`src/rtl/brb_pkg.sv`:
```
// Shared types and codes for the byte ring buffer block.
// No dependencies; every other file imports this package.
`default_nettype none

package brb_pkg;

  typedef enum logic [2:0] {
    KIND_PUSH_START = 3'd0,
    KIND_PUSH_DATA  = 3'd1,
    KIND_POP        = 3'd2,
    KIND_READ_AT    = 3'd3,
    KIND_ERASE      = 3'd4,
    KIND_CLEAR      = 3'd5,
    KIND_STATUS     = 3'd6
  } kind_t;

  typedef enum logic [3:0] {
    ST_IDLE   = 4'b0001,
    ST_EXEC   = 4'b0010,
    ST_RESP   = 4'b0100,
    ST_STREAM = 4'b1000
  } state_t;

  localparam int unsigned BYTE_W = 8;
  localparam int unsigned CALC_W = 10;

endpackage

`default_nettype wire

```
`src/rtl/brb_store.sv`:
```
// Byte-wide buffer memory with one write port and one registered read port.
// Depends on brb_pkg for the byte width.
`default_nettype none

module brb_store
  import brb_pkg::*;
#(
  parameter int unsigned DEPTH = 256,
  parameter int unsigned AW    = 8
) (
  input  wire logic              clk,
  input  wire logic              wr_en,
  input  wire logic [AW-1:0]     wr_addr,
  input  wire logic [BYTE_W-1:0] wr_data,
  input  wire logic              rd_en,
  input  wire logic [AW-1:0]     rd_addr,
  output logic      [BYTE_W-1:0] rd_data
);

  logic [BYTE_W-1:0] mem [DEPTH];

  always_ff @(posedge clk) begin
    if (wr_en) begin
      mem[wr_addr] <= wr_data;
    end
  end

  always_ff @(posedge clk) begin
    if (rd_en) begin
      rd_data <= mem[rd_addr];
    end
  end

endmodule

`default_nettype wire

```
`src/rtl/brb_wrap_add.sv`:
```
// Shared index adder that wraps its sum at the buffer depth.
// Depends on brb_pkg for the arithmetic width.
`default_nettype none

module brb_wrap_add
  import brb_pkg::*;
#(
  parameter int unsigned DEPTH = 256,
  parameter int unsigned AW    = 8
) (
  input  wire logic [AW-1:0]       a,
  input  wire logic [BYTE_W:0]     b,
  output logic      [AW-1:0]       y
);

  logic [CALC_W-1:0] sum;
  logic [CALC_W-1:0] red;

  always_comb begin
    sum = CALC_W'(a) + CALC_W'(b);
    red = (sum >= CALC_W'(DEPTH)) ? sum - CALC_W'(DEPTH) : sum;
    y   = red[AW-1:0];
  end

endmodule

`default_nettype wire

```
`src/rtl/byte_ring_buffer_block_ops.sv`:
```
// Byte ring buffer with block push, pop, read-at, erase, clear and status.
// A single-result word passes EXEC and RESP into the output register; a pop
// or read-at passes EXEC, then STREAM gives one byte per cycle while the output
// is not stalled, from the one-port read of the buffer memory. The next input
// is taken the cycle after the last result enters the output register.
// Synchronous active-low reset empties the buffer and closes any open push.
`default_nettype none

module byte_ring_buffer_block_ops
  import brb_pkg::*;
#(
  parameter int unsigned DEPTH     = 256,
  parameter int unsigned MAX_BLOCK = 64
) (
  input  wire logic        clk,
  input  wire logic        rst_n,
  input  wire logic        in_tvalid,
  output logic             in_tready,
  input  wire logic [23:0] in_tdata,   // data_in, length, offset
  input  wire logic [2:0]  in_tuser,   // kind
  output logic             out_tvalid,
  input  wire logic        out_tready,
  output logic [31:0]      out_tdata,  // data_out, fill_count, contiguous, fits
  output logic             out_tuser,  // status
  output logic             out_tlast
);

  localparam int unsigned AW = (DEPTH > 2) ? $clog2(DEPTH) : 1;
  localparam int unsigned BW = $clog2(MAX_BLOCK + 1);

  state_t            state_r, state_nxt;
  logic [2:0]        kind_r;
  logic [BYTE_W-1:0] din_r, len_r, off_r;
  logic [AW-1:0]     head_r, head_nxt, tail_r, tail_nxt;
  logic [BYTE_W-1:0] push_rem_r, push_rem_nxt;
  logic              rej_r, rej_nxt;
  logic [AW-1:0]     rd_addr_r, rd_addr_nxt;
  logic [BW-1:0]     rd_left_r, rd_left_nxt, emit_left_r, emit_left_nxt;
  logic              rv_r, rv_nxt;
  logic              out_valid_r, out_valid_nxt;
  logic [BYTE_W-1:0] out_data_r, out_fill_r, out_contig_r;
  logic              out_status_r, out_last_r, out_fits_r;

  logic [AW-1:0]     add_a, add_y;
  logic [BYTE_W:0]   add_b;
  logic              wr_en, rd_en;
  logic [BYTE_W-1:0] rd_data;

  logic [CALC_W-1:0] cnt, free_sp, need;
  logic [CALC_W-1:0] post_fill, post_contig;
  logic              post_fits;
  logic              issue, move, load, load_last;
  logic [BYTE_W-1:0] load_data;

  brb_wrap_add #(.DEPTH(DEPTH), .AW(AW)) u_add (
    .a (add_a),
    .b (add_b),
    .y (add_y)
  );

  brb_store #(.DEPTH(DEPTH), .AW(AW)) u_store (
    .clk     (clk),
    .wr_en   (wr_en),
    .wr_addr (head_r),
    .wr_data (din_r),
    .rd_en   (rd_en),
    .rd_addr (rd_addr_r),
    .rd_data (rd_data)
  );

  always_comb begin
    cnt = (head_r >= tail_r) ? CALC_W'(head_r) - CALC_W'(tail_r)
                             : CALC_W'(head_r) + CALC_W'(DEPTH) - CALC_W'(tail_r);
    free_sp     = CALC_W'(DEPTH - 1) - cnt;
    need        = (kind_r == KIND_POP) ? CALC_W'(len_r)
                                       : CALC_W'(len_r) + CALC_W'(off_r);
    post_fill   = cnt;
    post_contig = (head_r >= tail_r) ? cnt : CALC_W'(DEPTH) - CALC_W'(tail_r);
    post_fits   = CALC_W'(len_r) <= free_sp;
  end

  always_comb begin
    if (state_r == ST_STREAM) begin
      add_a = rd_addr_r;
      add_b = (BYTE_W+1)'(1);
    end else if (kind_r == KIND_PUSH_DATA) begin
      add_a = head_r;
      add_b = (BYTE_W+1)'(1);
    end else if (kind_r == KIND_READ_AT) begin
      add_a = tail_r;
      add_b = (BYTE_W+1)'(off_r);
    end else begin
      add_a = tail_r;
      add_b = (BYTE_W+1)'(len_r);
    end
  end

  assign in_tready = (state_r == ST_IDLE);
  assign move      = (state_r == ST_STREAM) && rv_r && (!out_valid_r || out_tready);
  assign issue     = (state_r == ST_STREAM) && (rd_left_r != '0) && (!rv_r || move);
  assign rd_en     = issue;

  always_comb begin
    state_nxt     = state_r;
    head_nxt      = head_r;
    tail_nxt      = tail_r;
    push_rem_nxt  = push_rem_r;
    rej_nxt       = rej_r;
    rd_addr_nxt   = rd_addr_r;
    rd_left_nxt   = rd_left_r;
    emit_left_nxt = emit_left_r;
    rv_nxt        = rv_r;
    wr_en         = 1'b0;
    load          = 1'b0;
    load_last     = 1'b1;
    load_data     = '0;
    unique case (state_r)
      ST_IDLE: begin
        if (in_tvalid) begin
          state_nxt = ST_EXEC;
        end
      end
      ST_EXEC: begin
        rej_nxt   = 1'b0;
        state_nxt = ST_RESP;
        unique case (kind_r)
          KIND_PUSH_START: begin
            if (CALC_W'(len_r) > free_sp) begin
              rej_nxt = 1'b1;
            end else begin
              push_rem_nxt = len_r;
            end
          end
          KIND_PUSH_DATA: begin
            if (push_rem_r == '0) begin
              rej_nxt = 1'b1;
            end else begin
              wr_en        = 1'b1;
              head_nxt     = add_y;
              push_rem_nxt = push_rem_r - 1'b1;
            end
          end
          KIND_POP, KIND_READ_AT: begin
            if (len_r > BYTE_W'(MAX_BLOCK) || need > cnt) begin
              rej_nxt = 1'b1;
            end else if (len_r != '0) begin
              state_nxt     = ST_STREAM;
              rd_left_nxt   = len_r[BW-1:0];
              emit_left_nxt = len_r[BW-1:0];
              rv_nxt        = 1'b0;
              if (kind_r == KIND_POP) begin
                rd_addr_nxt = tail_r;
                tail_nxt    = add_y;
              end else begin
                rd_addr_nxt = add_y;
              end
            end
          end
          KIND_ERASE: begin
            if (CALC_W'(len_r) > cnt) begin
              rej_nxt = 1'b1;
            end else begin
              tail_nxt = add_y;
            end
          end
          KIND_CLEAR: begin
            head_nxt     = '0;
            tail_nxt     = '0;
            push_rem_nxt = '0;
          end
          default: begin
          end
        endcase
      end
      ST_RESP: begin
        if (!out_valid_r || out_tready) begin
          load      = 1'b1;
          state_nxt = ST_IDLE;
        end
      end
      ST_STREAM: begin
        if (issue) begin
          rd_addr_nxt = add_y;
          rd_left_nxt = rd_left_r - 1'b1;
        end
        if (issue) begin
          rv_nxt = 1'b1;
        end else if (move) begin
          rv_nxt = 1'b0;
        end
        if (move) begin
          load          = 1'b1;
          load_data     = rd_data;
          load_last     = (emit_left_r == BW'(1));
          emit_left_nxt = emit_left_r - 1'b1;
          if (emit_left_r == BW'(1)) begin
            state_nxt = ST_IDLE;
          end
        end
      end
      default: begin
        state_nxt = ST_IDLE;
      end
    endcase
  end

  always_comb begin
    if (load) begin
      out_valid_nxt = 1'b1;
    end else if (out_tready) begin
      out_valid_nxt = 1'b0;
    end else begin
      out_valid_nxt = out_valid_r;
    end
  end

  always_ff @(posedge clk) begin
    if (!rst_n) begin
      state_r     <= ST_IDLE;
      head_r      <= '0;
      tail_r      <= '0;
      push_rem_r  <= '0;
      rv_r        <= 1'b0;
      out_valid_r <= 1'b0;
    end else begin
      state_r     <= state_nxt;
      head_r      <= head_nxt;
      tail_r      <= tail_nxt;
      push_rem_r  <= push_rem_nxt;
      rv_r        <= rv_nxt;
      out_valid_r <= out_valid_nxt;
    end
  end

  always_ff @(posedge clk) begin
    if (in_tvalid && in_tready) begin
      kind_r <= in_tuser;
      din_r  <= in_tdata[7:0];
      len_r  <= in_tdata[15:8];
      off_r  <= in_tdata[23:16];
    end
    rej_r       <= rej_nxt;
    rd_addr_r   <= rd_addr_nxt;
    rd_left_r   <= rd_left_nxt;
    emit_left_r <= emit_left_nxt;
    if (load) begin
      out_data_r   <= load_data;
      out_status_r <= (state_r == ST_RESP) ? rej_r : 1'b0;
      out_last_r   <= load_last;
      out_fill_r   <= post_fill[BYTE_W-1:0];
      out_contig_r <= post_contig[BYTE_W-1:0];
      out_fits_r   <= post_fits;
    end
  end

  assign out_tvalid = out_valid_r;
  assign out_tdata  = {7'd0, out_fits_r, out_contig_r, out_fill_r, out_data_r};
  assign out_tuser  = out_status_r;
  assign out_tlast  = out_last_r;

endmodule

`default_nettype wire
```
`config.mk`:
```
export PLATFORM = sky130hd
export DESIGN_NAME = byte_ring_buffer_block_ops
export DESIGN_NICKNAME = d
export VERILOG_FILES = /design/src/rtl/brb_pkg.sv /design/src/rtl/brb_store.sv /design/src/rtl/brb_wrap_add.sv /design/src/rtl/byte_ring_buffer_block_ops.sv
export SDC_FILE = /design/constraint.sdc
export NUM_CORES = 2
export LEC_CHECK = 0
export BUFFER_PORTS_ARGS = -buffer_cell sky130_fd_sc_hd__buf_4
export CORE_UTILIZATION = 60
export DETAILED_ROUTE_END_ITERATION = 7
export PLACE_DENSITY = 0.81
export SYNTH_ARGS = -nofsm -noshare
export SYNTH_HDL_FRONTEND = slang
export SYNTH_HIERARCHICAL = 1
export SYNTH_SLANG_ARGS = --single-unit
```
`constraint.sdc`:
```
create_clock -name clk -period 5.1 [get_ports clk]
set_input_delay 0.255 -clock clk [delete_from_list [all_inputs] [get_ports clk]]
set_output_delay 0.255 -clock clk [all_outputs]
set_load 0.005 [all_outputs]
```
# Word level (Yosys, flattened, before mapping)
# Memories as Yosys holds them, arrays and structs flattened. A register that Yosys moved wholly into a read port is not among the register bits.
# Cells that the tools add are included.
# op_classes
addsub	11
magnitude_cmp	7
n_eq_ne	25
n_mux	61
n_reduce_logical	28
# ops
cell	count
8-bit 2-to-1 mux	19
8-bit case mux with 3 select lines	2
7-bit 2-to-1 mux	5
8-bit case mux with 2 select lines	2
4-bit 2-to-1 mux	7
7-bit case mux with 2 select lines	2
2-bit != test (second input constant)	12
8-bit by 10-bit greater-than comparator with 1-bit output	2
8-bit by 8-bit adder with 9-bit output	2
1-bit 2-to-1 mux	18
4-bit case mux with 4 select lines	1
8-bit by 1-bit subtractor with 8-bit output (second input constant)	2
5-bit AND reduction	3
7-bit by 1-bit subtractor with 7-bit output (second input constant)	2
8-bit by 9-bit adder with 10-bit output (second input constant)	1
9-bit by 10-bit greater-than comparator with 1-bit output	1
8-bit by 10-bit less-or-equal comparator with 1-bit output	1
10-bit 2-to-1 mux	1
10-bit by 8-bit subtractor with 10-bit output	1
8-bit by 10-bit subtractor with 10-bit output (first input constant)	1
9-bit >= comparator (second input constant)	1
9-bit 2-to-1 mux	1
8-bit by 8-bit subtractor with 9-bit output	1
8-bit >= comparator	1
other kinds (28)	43
# word_totals
ff_bits	107
ramBits	2048
input_bits	31
wordCells	153
mem_count	1
# memory_table
memory	depth	word_bits	read_ports	rd_clocked_by_memory_dff	write_ports	line_no	source
u_store.mem	256	8	1	1	1	brb_store.sv:20	logic [BYTE_W-1:0] mem [DEPTH];

# Longest topological paths before layout
# depth
word_depth	12
mapped_depth	18
depth_no_buf	18

# By module
# The synthesis kept the hierarchy.
# by_module_without_submodules
module	n_inst	cells_per_inst	area_each_um2	seq_area_each_um2
brb_store	1	3733	79636.4	61739.2
byte_ring_buffer_block_ops	1	643	6416.2	2912.8
brb_wrap_add	1	41	310.3	0.0

# Worst setup path before layout
# No wires, ideal clock.
# synth_path
path_type	flip-flop to flip-flop
from	register din_r[0]
to	memory u_store.mem[0][0] (data pin)
arrival_time_ns	3.228
required_time_ns	4.283
setup_slack_ns	1.054
path_stages_with_launch	1
path_buffers	0
path_cell_list	edfxtp_1
# synth_lines
element	line_no	source
from (decl)	byte_ring_buffer_block_ops.sv:33	logic [BYTE_W-1:0] din_r, len_r, off_r;
from (signal assigned)	byte_ring_buffer_block_ops.sv:238	din_r <= in_tdata[7:0];
to (decl)	brb_store.sv:20	
# Straight into the memory's write port.

==> results.cfg <==
[logic_synthesis]
synth.top_cell.area_share = 0.742
ys_seq_area_frac = 0.749
synth_area_leader_cell = edfxtp_1
async_flop_share = 0
synth_cell_types = 84
synth_edf_count = 2133
ys_ff_latch = 2163
yosysWarningCount = 6
yosys-top-cells-area = edfxtp_1 (74%), mux4_2 (12%), mux2i_1 (1.8%)
synth.avg_cell_area_um2 = 19.6
syn_area_um2 = 86400
syn_inst = 4417
synthFlopType = edfxtp_1

[cells_and_area]
regArea_um2 = 64700
syn2layout_area_growth_pct = 11.3
drive_above_1_share = 0.209
layout_common_cells = edfxtp_1 (2133), mux4_2 (454), nor2_1 (327)
mostFrequentLayoutCell = edfxtp_1
n_fill_cell = 8239
multi_input_area_um2 = 20000
final_net_count = 4700

[clocking]
clkTransAtPathRegs_ns = 0.07
clock_sink_count = 2163
insertion_delay_ns = 0.85
hold_buffers = 32
clockBufferDepth = 3
cts_inserted_buffers = 201
cts_setup_buffers = 0
cts-resized-gates = 0
root_buffer = clkbuf_16
tritoncts = done
htreeDepth = 4

[global_route]
antenna_found_initial = 8
grt_pass1_vias = 47200
gr-total-overflow = 0
grt_start_max_net_pins = 252
track_usage = 0.305
grt_first_pass_wirelength_um = 320000

[floorplanning]
die_h_um = 381
dieArea_um2 = 145000
coreArea_um2 = 142000
ioPinCount = 67
initial_core_util = 0.608
rows = 138
die_w_um = 381

[route]
dr.pass1.iters = 6
wire_per_inst_um = 33.0
final_antenna_net_count = 0
vias = 46700
drt-total-wl_um = 221000
post_drt_via_cell_ratio = 7.00
drtIter0Drc = 7329
drcViolationCount = 0

[critical_path]
crit_path_start_kind = flop
r2r_slack_ns = 0.25
rr_worst_depth = 8
critPathRequiredTime_ns = 5.65
worstPathMaxFanout = 21
r2r-end = u_store/rd_data[6]$_DFFE_PP_
criticalPathCategory = flop to flop
crit_arrival_ns = 5.40
r2r_start = rd_addr_r[0]$_DFFE_PP_
end_kind = flop

[sta]
fin_tns_setup_ns = 0
slew_headroom = -0.00197
setup-violations-final = 0
period_needed_ns = 4.85
finalHoldViolations = 0
finalMaxSlewViolations = 4
period_share = 0.951
rsz0062_at_grt = no
fmax_mhz = 206
tightest_slew_ns = 1.50
skew_ns = 0.0523
whs_ns = 0.163

[hold_path]
hold_path.startpoint = in_tdata[8]
min_to = len_r[0]$_DFFE_PP_
worst_hold_path_type = input pin to flop
whs_path_depth = 2

[placed_design]
gp_congestion = 0.907
hpwl_um = 125000
io_buffers = 59

[job]
drv_cap = 1

[run_status]
violations = capacitance limit, slew limit
outcome = complete, but fails checks

[power_and_ir_drop]
p_per_area_nw_per_um2 = 370
power.leakage_uw = 0.0304
ir_drop_v = 0.000407
==> per-stage QoR <==
stage	std cells	utilization	total power (uW)	worst slack [ns]	cell area, um^2
after floorplan	4423	-	20500	1.05	86400
after global placement	6260	0.627	20700	0.654	89100
after detailed placement	6260	0.627	20700	0.599	89100
after CTS	6662	0.676	35600	0.470	96100
after global routing	6663	0.676	36300	0.273	96100
final	6675	0.676	35600	0.251	96100
==> critical path, cell delays in order (launching register included) <==
cell and delay [ns]:
edfxtp_1 1.36, buf_12 0.33, buf_12 0.23, buf_4 0.34
mux4_2 0.60, o22ai_1 0.31, o32ai_2 0.14, nor3_1 1.07
nor4_2 0.14
==> synth_stat cells (all sizes together), types with 4 or more instances <==
| cell type | instances |
|---|---|
| nand3b | 5 |
| o311ai | 4 |
| a31oi | 7 |
| a22o | 8 |
| a2111oi | 5 |
| dfxtp | 30 |
| a22oi | 133 |
| nor2b | 40 |
| xnor2 | 18 |
| buf | 134 |
| o32ai | 5 |
| o211ai | 15 |
| o21a | 6 |
| nand3 | 51 |
| nor4 | 33 |
| a31o | 4 |
| o21bai | 6 |
| mux2 | 7 |
| o31ai | 4 |
| and2 | 25 |
| mux2i | 153 |
| and3 | 8 |
| nor2 | 331 |
| a21oi | 145 |
| nor3 | 36 |
| o22a | 5 |
| nand2b | 15 |
| nor4b | 6 |
| a221oi | 17 |
| ha | 60 |
| a21boi | 4 |
| o22ai | 28 |
| inv | 48 |
| edfxtp | 2133 |
| o21ai | 59 |
| a211oi | 22 |
| clkbuf | 127 |
| o221ai | 49 |
| xor2 | 11 |
| nand2 | 102 |
| mux4 | 456 |
| or2 | 5 |
| or3 | 6 |
| a21o | 4 |
| nand4 | 13 |
==> final cells by class <==
| cell class | count | area share |
|---|---|---|
| inverters | 49 | 0.00191 |
| well taps | 1890 | 0.0246 |
| clock buffers | 240 | 0.0545 |
| repair buffers | 241 | 0.0234 |
| clock inverters | 130 | 0.0143 |
| multi-input cells | 1950 | 0.208 |
| diodes | 12 | 0.000312 |
| flip-flops and latches | 2163 | 0.673 |
==> worst max-delay path by stage <==
stage / startpoint / endpoint / slack, ns
floorplan: din_r[0]$_DFFE_PP_ / u_store/mem[0][0]$_DFFE_PP_ / 1.05
global placement: head_r[0]$_SDFFE_PN0P_ / rd_addr_r[0]$_DFFE_PP_ / 0.65
detailed placement: rd_addr_r[0]$_DFFE_PP_ / u_store/rd_data[7]$_DFFE_PP_ / 0.60
CTS: rd_addr_r[0]$_DFFE_PP_ / u_store/rd_data[7]$_DFFE_PP_ / 0.47
global route: head_r[0]$_SDFFE_PN0P_ / rd_left_r[5]$_DFFE_PP_ / 0.27
finish: rd_addr_r[0]$_DFFE_PP_ / u_store/rd_data[6]$_DFFE_PP_ / 0.25
==> sequential cells by signal, summed over array words and instances (netlist names) <==
| name | count |
|---|---|
| u_store/mem | 2048 |
| din_r | 8 |
| head_r | 8 |
| len_r | 8 |
| off_r | 8 |
| out_contig_r | 8 |
| out_data_r | 8 |
| out_fill_r | 8 |
| push_rem_r | 8 |
| rd_addr_r | 8 |
| tail_r | 8 |
| u_store/rd_data | 8 |
| emit_left_r | 7 |
| rd_left_r | 7 |
| state_r | 4 |
| kind_r | 3 |
| out_fits_r | 1 |
| out_tlast | 1 |
| out_tuser | 1 |
| out_tvalid | 1 |
| rej_r | 1 |
| rv_r | 1 |
==> layer usage <==
metal	GRT usage	routed length [um]
met4	0.148	11700
met1	0.400	75000
met3	0.0853	28700
met5	0	73
met2	0.476	105000
==> kinds of logic (layout without fill, tap and decap cells) <==
logic type | Yosys count | in the layout | share of synthesized area
compound gates | 546 | 546 | 0.0437
mux | 616 | 616 | 0.138
buf+inv | 310 | 660 | 0.0205
simple gates | 689 | 689 | 0.0371
fa+ha+maj | 63 | 63 | 0.00939
xor+xnor | 29 | 29 | 0.00294
flops | 2163 | 2163 | 0.749
other cells | 1 | 19 | 0.0000434
==> where the power goes <==
| group | switching, uW | total, uW | internal [uW] | leakage [uW] |
|---|---|---|---|---|
| logic | 562 | 750 | 188 | 0.00781 |
| registers | 32.9 | 19600 | 19600 | 0.0194 |
| clock network | 6580 | 15200 | 8600 | 0.00322 |
No activity file was read; power rests on OpenSTA's default activity.
